`src/hdl/kvt_pkg.sv`:
```
// ----------------------------------------------------------------------------
// kvt_pkg
// Shared types and codes for the key-value table engine.
// ----------------------------------------------------------------------------
`default_nettype none

package kvt_pkg;

    localparam int KVT_CAPACITY   = 16;
    localparam int KVT_KEY_BITS   = 32;
    localparam int KVT_VALUE_BITS = 32;

    localparam logic [1:0] OP_SET    = 2'd0;
    localparam logic [1:0] OP_GET    = 2'd1;
    localparam logic [1:0] OP_REMOVE = 2'd2;

    localparam logic [1:0] ST_DONE = 2'd0;
    localparam logic [1:0] ST_MISS = 2'd1;
    localparam logic [1:0] ST_FULL = 2'd2;

    typedef struct packed {
        logic [1:0]  op;
        logic [31:0] lookup_key;
        logic [31:0] entry_value;
    } kvt_req_t;

    typedef struct packed {
        logic        hit;
        logic [31:0] read_value;
        logic [1:0]  status;
        logic [4:0]  entry_count;
        logic [3:0]  slot_index;
    } kvt_rsp_t;

endpackage

`default_nettype wire

```
`src/hdl/kvt_store.sv`:
```
// ----------------------------------------------------------------------------
// kvt_store
// Entry storage: key and value arrays, one write port, one registered read.
// ----------------------------------------------------------------------------
`default_nettype none

module kvt_store #(
    parameter int DEPTH = 16,
    parameter int KEY_W = 32,
    parameter int VAL_W = 32
) (
    input  wire logic                     clk,
    input  wire logic                     wr_en,
    input  wire logic [$clog2(DEPTH)-1:0] wr_addr,
    input  wire logic [KEY_W-1:0]         wr_key,
    input  wire logic [VAL_W-1:0]         wr_val,
    input  wire logic                     rd_en,
    input  wire logic [$clog2(DEPTH)-1:0] rd_addr,
    output logic      [KEY_W-1:0]         rd_key,
    output logic      [VAL_W-1:0]         rd_val
);

    logic [KEY_W-1:0] key_mem [DEPTH];
    logic [VAL_W-1:0] val_mem [DEPTH];

    always_ff @(posedge clk)
    begin
        if (wr_en)
        begin
            key_mem[wr_addr] <= wr_key;
            val_mem[wr_addr] <= wr_val;
        end
    end

    always_ff @(posedge clk)
    begin
        if (rd_en)
        begin
            rd_key <= key_mem[rd_addr];
            rd_val <= val_mem[rd_addr];
        end
    end

endmodule

`default_nettype wire

```
`src/hdl/key_value_table_engine.sv`:
```
// ----------------------------------------------------------------------------
// key_value_table_engine
// Insertion-ordered key-value table: set, get and remove by linear search.
// ----------------------------------------------------------------------------
// Each item scans entries in order until a match or the fill count, then
// decides; a remove then moves each later entry down one slot. Entries
// scanned plus entries moved never pass the fill count. The result strobes
// in the cycle after the last busy state, with busy already low.
// A new item is taken only while busy is low; results cannot stall.
// Reset empties the table (fill count zero); no clearing pass is needed.
`default_nettype none

module key_value_table_engine #(
    parameter int CAPACITY   = kvt_pkg::KVT_CAPACITY,
    parameter int KEY_BITS   = kvt_pkg::KVT_KEY_BITS,
    parameter int VALUE_BITS = kvt_pkg::KVT_VALUE_BITS
) (
    input  wire logic             clk,
    input  wire logic             rst_n,
    input  wire logic             start,
    output logic                  busy,
    input  wire kvt_pkg::kvt_req_t req,
    output logic                  rsp_valid,
    output kvt_pkg::kvt_rsp_t     rsp
);

    import kvt_pkg::*;

    localparam int IDX_W = $clog2(CAPACITY);
    localparam int CNT_W = $clog2(CAPACITY + 1);
    localparam int KEY_W = (KEY_BITS < 32) ? KEY_BITS : 32;
    localparam int VAL_W = (VALUE_BITS < 32) ? VALUE_BITS : 32;

    localparam logic [2:0] S_IDLE   = 3'd0;
    localparam logic [2:0] S_SCAN   = 3'd1;
    localparam logic [2:0] S_DECIDE = 3'd2;
    localparam logic [2:0] S_SHIFT  = 3'd3;

    logic [2:0]       state_reg,  state_next;
    logic [CNT_W-1:0] fill_reg,   fill_next;
    logic [IDX_W-1:0] ptr_reg,    ptr_next;
    logic [IDX_W-1:0] slot_reg,   slot_next;
    logic             found_reg,  found_next;
    logic [1:0]       op_reg,     op_next;
    logic [KEY_W-1:0] key_reg,    key_next;
    logic [VAL_W-1:0] val_reg,    val_next;
    logic [VAL_W-1:0] rdval_reg,  rdval_next;
    logic             rsp_valid_reg, rsp_valid_next;
    kvt_rsp_t         rsp_reg,    rsp_next;

    logic             rd_en;
    logic [IDX_W-1:0] rd_addr;
    logic [KEY_W-1:0] rd_key;
    logic [VAL_W-1:0] rd_val;
    logic             wr_en;
    logic [IDX_W-1:0] wr_addr;
    logic [KEY_W-1:0] wr_key;
    logic [VAL_W-1:0] wr_val;

    kvt_store #(
        .DEPTH (CAPACITY),
        .KEY_W (KEY_W),
        .VAL_W (VAL_W)
    ) u_store (
        .clk     (clk),
        .wr_en   (wr_en),
        .wr_addr (wr_addr),
        .wr_key  (wr_key),
        .wr_val  (wr_val),
        .rd_en   (rd_en),
        .rd_addr (rd_addr),
        .rd_key  (rd_key),
        .rd_val  (rd_val)
    );

    function automatic kvt_rsp_t pack_rsp(
        input logic             hit,
        input logic [VAL_W-1:0] value,
        input logic [1:0]       status,
        input logic [CNT_W-1:0] count,
        input logic [IDX_W-1:0] slot
    );
        kvt_rsp_t           r;
        logic [31:0]        v32;
        logic [CNT_W+4:0]   c_wide;
        logic [IDX_W+3:0]   s_wide;
        v32           = '0;
        v32[VAL_W-1:0] = value;
        c_wide        = (CNT_W + 5)'(count);
        s_wide        = (IDX_W + 4)'(slot);
        r.hit         = hit;
        r.read_value  = v32;
        r.status      = status;
        r.entry_count = c_wide[4:0];
        r.slot_index  = s_wide[3:0];
        return r;
    endfunction

    logic             accept;
    logic             key_match;
    logic             scan_last;
    logic             shift_more;
    logic             remove_more;

    assign accept      = start && !busy;
    assign key_match   = (rd_key == key_reg);
    assign scan_last   = ((CNT_W + 1)'(ptr_reg) + (CNT_W + 1)'(1)) == (CNT_W + 1)'(fill_reg);
    assign remove_more = ((CNT_W + 1)'(ptr_reg) + (CNT_W + 1)'(1)) < (CNT_W + 1)'(fill_reg);
    assign shift_more  = ((CNT_W + 1)'(ptr_reg) + (CNT_W + 1)'(2)) < (CNT_W + 1)'(fill_reg);

    always_comb
    begin
        state_next     = state_reg;
        fill_next      = fill_reg;
        ptr_next       = ptr_reg;
        slot_next      = slot_reg;
        found_next     = found_reg;
        op_next        = op_reg;
        key_next       = key_reg;
        val_next       = val_reg;
        rdval_next     = rdval_reg;
        rsp_valid_next = 1'b0;
        rsp_next       = rsp_reg;
        rd_en          = 1'b0;
        rd_addr        = ptr_reg;
        wr_en          = 1'b0;
        wr_addr        = ptr_reg;
        wr_key         = key_reg;
        wr_val         = val_reg;

        case (state_reg)
            S_IDLE:
            begin
                if (accept)
                begin
                    op_next    = req.op;
                    key_next   = req.lookup_key[KEY_W-1:0];
                    val_next   = req.entry_value[VAL_W-1:0];
                    ptr_next   = '0;
                    found_next = 1'b0;
                    rd_en      = 1'b1;
                    rd_addr    = '0;
                    state_next = (fill_reg == '0) ? S_DECIDE : S_SCAN;
                end
            end
            S_SCAN:
            begin
                if (key_match)
                begin
                    found_next = 1'b1;
                    rdval_next = rd_val;
                    state_next = S_DECIDE;
                end
                else if (scan_last)
                begin
                    state_next = S_DECIDE;
                end
                else
                begin
                    ptr_next = ptr_reg + IDX_W'(1);
                    rd_en    = 1'b1;
                    rd_addr  = ptr_reg + IDX_W'(1);
                end
            end
            S_DECIDE:
            begin
                rsp_valid_next = 1'b1;
                state_next     = S_IDLE;
                case (op_reg)
                    OP_SET:
                    begin
                        if (found_reg)
                        begin
                            wr_en    = 1'b1;
                            rsp_next = pack_rsp(1'b1, '0, ST_DONE, fill_reg, ptr_reg);
                        end
                        else if (fill_reg == CNT_W'(CAPACITY))
                        begin
                            rsp_next = pack_rsp(1'b0, '0, ST_FULL, fill_reg, '0);
                        end
                        else
                        begin
                            wr_en     = 1'b1;
                            wr_addr   = fill_reg[IDX_W-1:0];
                            fill_next = fill_reg + CNT_W'(1);
                            rsp_next  = pack_rsp(1'b0, '0, ST_DONE, fill_next,
                                                 fill_reg[IDX_W-1:0]);
                        end
                    end
                    OP_GET:
                    begin
                        if (found_reg)
                            rsp_next = pack_rsp(1'b1, rdval_reg, ST_DONE, fill_reg, ptr_reg);
                        else
                            rsp_next = pack_rsp(1'b0, '0, ST_MISS, fill_reg, '0);
                    end
                    OP_REMOVE:
                    begin
                        if (!found_reg)
                        begin
                            rsp_next = pack_rsp(1'b0, '0, ST_MISS, fill_reg, '0);
                        end
                        else if (remove_more)
                        begin
                            // close the gap before reporting
                            rsp_valid_next = 1'b0;
                            slot_next      = ptr_reg;
                            rd_en          = 1'b1;
                            rd_addr        = ptr_reg + IDX_W'(1);
                            state_next     = S_SHIFT;
                        end
                        else
                        begin
                            fill_next = fill_reg - CNT_W'(1);
                            rsp_next  = pack_rsp(1'b1, '0, ST_DONE, fill_next, ptr_reg);
                        end
                    end
                    default:
                    begin
                        rsp_next = pack_rsp(1'b0, '0, ST_DONE, fill_reg, '0);
                    end
                endcase
            end
            S_SHIFT:
            begin
                wr_en   = 1'b1;
                wr_addr = ptr_reg;
                wr_key  = rd_key;
                wr_val  = rd_val;
                if (shift_more)
                begin
                    ptr_next = ptr_reg + IDX_W'(1);
                    rd_en    = 1'b1;
                    rd_addr  = ptr_reg + IDX_W'(2);
                end
                else
                begin
                    fill_next      = fill_reg - CNT_W'(1);
                    rsp_next       = pack_rsp(1'b1, '0, ST_DONE, fill_next, slot_reg);
                    rsp_valid_next = 1'b1;
                    state_next     = S_IDLE;
                end
            end
            default:
            begin
                state_next = S_IDLE;
            end
        endcase
    end

    always_ff @(posedge clk or negedge rst_n)
    begin
        if (!rst_n)
        begin
            state_reg     <= S_IDLE;
            fill_reg      <= '0;
            rsp_valid_reg <= 1'b0;
        end
        else
        begin
            state_reg     <= state_next;
            fill_reg      <= fill_next;
            rsp_valid_reg <= rsp_valid_next;
        end
    end

    always_ff @(posedge clk)
    begin
        ptr_reg   <= ptr_next;
        slot_reg  <= slot_next;
        found_reg <= found_next;
        op_reg    <= op_next;
        key_reg   <= key_next;
        val_reg   <= val_next;
        rdval_reg <= rdval_next;
        rsp_reg   <= rsp_next;
    end

    assign busy      = (state_reg != S_IDLE);
    assign rsp_valid = rsp_valid_reg;
    assign rsp       = rsp_reg;

    a_fill_bound: assert property (@(posedge clk) disable iff (!rst_n)
        fill_reg <= CNT_W'(CAPACITY))
        else $error("fill count above capacity");

    a_rsp_from_decide: assert property (@(posedge clk) disable iff (!rst_n)
        rsp_valid_reg |-> ($past(state_reg) == S_DECIDE || $past(state_reg) == S_SHIFT))
        else $error("result strobe without a finished item");

    a_accept_busy: assert property (@(posedge clk) disable iff (!rst_n)
        accept |=> busy)
        else $error("accepted item did not raise busy");

    a_full_status: assert property (@(posedge clk) disable iff (!rst_n)
        (rsp_valid_reg && rsp_reg.status == ST_FULL) |-> fill_reg == CNT_W'(CAPACITY))
        else $error("full status with room left");

    a_hit_done: assert property (@(posedge clk) disable iff (!rst_n)
        (rsp_valid_reg && rsp_reg.hit) |-> rsp_reg.status == ST_DONE)
        else $error("hit reported with error status");

endmodule

`default_nettype wire

```
`config.mk`:
```
export PLATFORM = sky130hd
export DESIGN_NAME = key_value_table_engine
export DESIGN_NICKNAME = d
export VERILOG_FILES = /design/src/hdl/kvt_pkg.sv /design/src/hdl/kvt_store.sv /design/src/hdl/key_value_table_engine.sv
export SDC_FILE = /design/constraint.sdc
export NUM_CORES = 2
export LEC_CHECK = 0
export BUFFER_PORTS_ARGS = -buffer_cell sky130_fd_sc_hd__buf_2
export CAP_MARGIN = 20
export CORE_MARGIN = 4
export CORE_UTILIZATION = 40
export CTS_CLUSTER_SIZE = 25
export DETAILED_ROUTE_END_ITERATION = 10
export SETUP_SLACK_MARGIN = 0.05
export SLEW_MARGIN = 20
export SYNTH_ARGS = -nofsm -noshare
export SYNTH_HDL_FRONTEND = slang
export SYNTH_HIERARCHICAL = 1
export SYNTH_SLANG_ARGS = --single-unit
```
`constraint.sdc`:
```
create_clock -name clk -period 19.6 [get_ports clk]
set_input_delay 3.92 -clock clk [delete_from_list [all_inputs] [get_ports clk]]
set_output_delay 3.92 -clock clk [all_outputs]
set_load 0.03 [all_outputs]
```
==> run metrics <==
first-pass GRT wire length 163000 µm; area of the die 0.125 mm²; 1st-pass router iterations 5; Total GRT Usage 0.178; Die Span X 353 µm; fraction of layout cells with a size suffix above 1 0.253; Post-Syn Area per Cell 20.6 µm²; number of setup violations in the final report 0; Final Cycle Share 0.395; worst hold path class reg2reg; status finished clean; vias in the first global route 24300; post-DR vias/cell 5.59; CP required 20070 ps; placed instance count 3900; row count 126; Setup TNS 0 ps; Tmin final 7750 ps; slowest stage delay, CP 910 ps; Synth async-reset ratio 0.00642; initial drt markers 1987; maximum vdd ir drop 281 µV; Worst Path Arrival 8210 ps; CP max-delay cell buf_4; share of the synthesized area in the top cell type 0.780; Pleak 17.8 nW; critical path capture point type flip-flop; Final nets 2586; Area Growth Syn to Fin 14.6%; clock share of power 0.249; Sink Count 1247; Worst-path clk slew 60 ps; Seq/Total Area, Yosys 0.784; largest family of logic cells by synthesized area multiplexers; RSZ-0062 raised after global routing false; Antenna Nets Post-Route 0; RR Startpoint ptr_reg[2]; H-tree depth 4; Top FF cell, synth edfxtp_1; IO buf count 114; worst clock skew 26.8 ps; Slew Limit Fails 0; largest net degree at the start of global routing 160; YS warnings 6; Starting Density 0.404; EDFF count, synth 1239; max cap viols 0; initial antenna violation count 0; synthesized area 0.0477 mm²; Post-Synthesis Cells 2319; Distinct cells, synth 63; Synth Area in XOR/XNOR 0.00789; CTS root buffer clkbuf_16; Vert. Die Dim 353 µm; IO Pins 115; Remaining Overflow, GRT 0; Hold Violations, Final 0; clock latency at the later pin of the worst-skew pair 740 ps; via count 23200; sequential share of power 0.393; Final Core Density 0.463; Net Switching 3.35 mW; DRC violations left 0; multiplexer share of the synthesized area 0.121; Hold Startpoint u_store/rd_val[1]; CP Buf/Inv Count 5; Pint 6.70 mW; Startpoint Class input pin; postcts setup bufs 0; Crit Path Class in2reg; area of the core 0.118 mm²; total power 10.0 mW; max_slew headroom 0.262; critical path's top delay family buffers and inverters; Worst-Margin Slew 1100 ps; Non-Filler Instances 4141; Synth Area in Adders 0.00393; Seq cells post-synth 1247; fin worst setup slack 11850 ps; PostCTS Resize Cnt 0; Post-Syn Nets 2403; switching part of the total 0.333; combinational power share 0.357; Placer Congestion 0.783; simple-gate share of the synthesized area 0.0378; WL final 112000 µm; PD cells 184 mW/mm²; hpwl dp 56900 µm; maximum clock path buffer count 3; CTS tree yes; CP Cell Sequence buf_2 -> nor2_1 -> a21oi_1 -> a31oi_4 -> buf_12 -> buf_16 -> buf_4 -> buf_4 -> mux4_2 -> a22oi_1 -> nand2_1; pre-CTS setup slack 10980 ps; cts hold-fix bufs 0; Compound-Gate Fraction of Synth Area 0.0317; crit path from start; crit path max fanout 64; cts bufs inserted 132; CP most frequent cell buf_4; wire per inst 27.0 µm; post-synth top area cell edfxtp_1; top post-synthesis cells by area edfxtp_1, mux4_2, nand2_1, a22oi_1, xnor2_1; Fmax 129 MHz
path summary, 6_finish.rpt:
path,endpoint,slack [ps],cells past startpoint
min in group asynchronous,rsp_valid,3050,1
min reg2reg,rdval_reg[1],440,0
max reg2reg,u_store/rd_val[22],12410,17
max,u_store/rd_val[22],11850,11
min,rdval_reg[1],440,0
max in group asynchronous,fill_reg[2],16330,1
cells in the final DEF, fill, tap and decap left out, types with 17 or more instances in the layout:
| master | n |
|---|---|
| and2_1 | 33 |
| clkbuf_16 | 136 |
| mux4_2 | 256 |
| a21oi_1 | 19 |
| nand2_1 | 275 |
| xnor2_1 | 41 |
| buf_2 | 114 |
| clkinv_2 | 22 |
| bufinv_16 | 17 |
| clkbuf_1 | 21 |
| clkinv_1 | 23 |
| a22oi_1 | 130 |
| nor2_1 | 26 |
| buf_4 | 47 |
| edfxtp_1 | 1239 |
layout make-up:
| class | instances | area [µm²] |
|---|---|---|
| Antenna cell | 1 | 2.50 |
| Clock inverter | 79 | 883 |
| Sequential cell | 1247 | 37400 |
| Inverter | 16 | 60.1 |
| Fill cell | 9818 | 63500 |
| Tap cell | 1536 | 1920 |
| Timing Repair Buffer | 167 | 1070 |
| Clock buffer | 157 | 3480 |
| Multi-Input combinational cell | 938 | 9870 |
per-stage QoR:
stage	instance area [µm²]	hold WS (ps)
after floorplan	47700	426
after global placement	50200	428
after detailed placement	50200	433
after CTS	54600	446
after global routing	54700	445
final	54700	443
power by group through the flow:
stage | registers [mW] | logic [mW] | clock network (mW)
finish | 3.95 | 3.59 | 2.50
global route | 3.98 | 3.89 | 2.68
CTS | 3.95 | 3.64 | 2.57
detailed placement | 4.01 | 3.62 | 0
global placement | 3.99 | 3.55 | 0
floorplan | 4.00 | 2.59 | 0
routing by layer:
layer,routed length (µm),track usage,up-vias,part of all wire
met5,0,0,-,0
met4,2650,0.0530,0,0.024
met3,6910,0.0316,191,0.062
met2,56600,0.302,846,0.51
met1,45600,0.235,12300,0.41
li1,-,-,9850,-
Yosys cell counts (13+ instances only):
master       n
edfxtp_1  1239
nand2_1    276
mux4_2     256
a22oi_1    130
clkbuf_1    64
nor2_1      42
xnor2_1     41
and2_1      35
buf_1       20
a21oi_1     19
inv_1       16
nor3_1      16
ha_1        15
o21ai_0     15
buf_2       14
buf_6       13
kinds of logic (layout without fill, tap and decap cells):
| family | Yosys count | after routing |
|---|---|---|
| buf+inv | 134 | 419 |
| mux | 259 | 259 |
| compound gates | 208 | 208 |
| fa+ha+maj | 15 | 15 |
| other cells | 0 | 1 |
| xor+xnor | 43 | 43 |
| simple gates | 413 | 413 |
| flops | 1247 | 1247 |
Note: power is estimated with default switching activity, not from simulation.
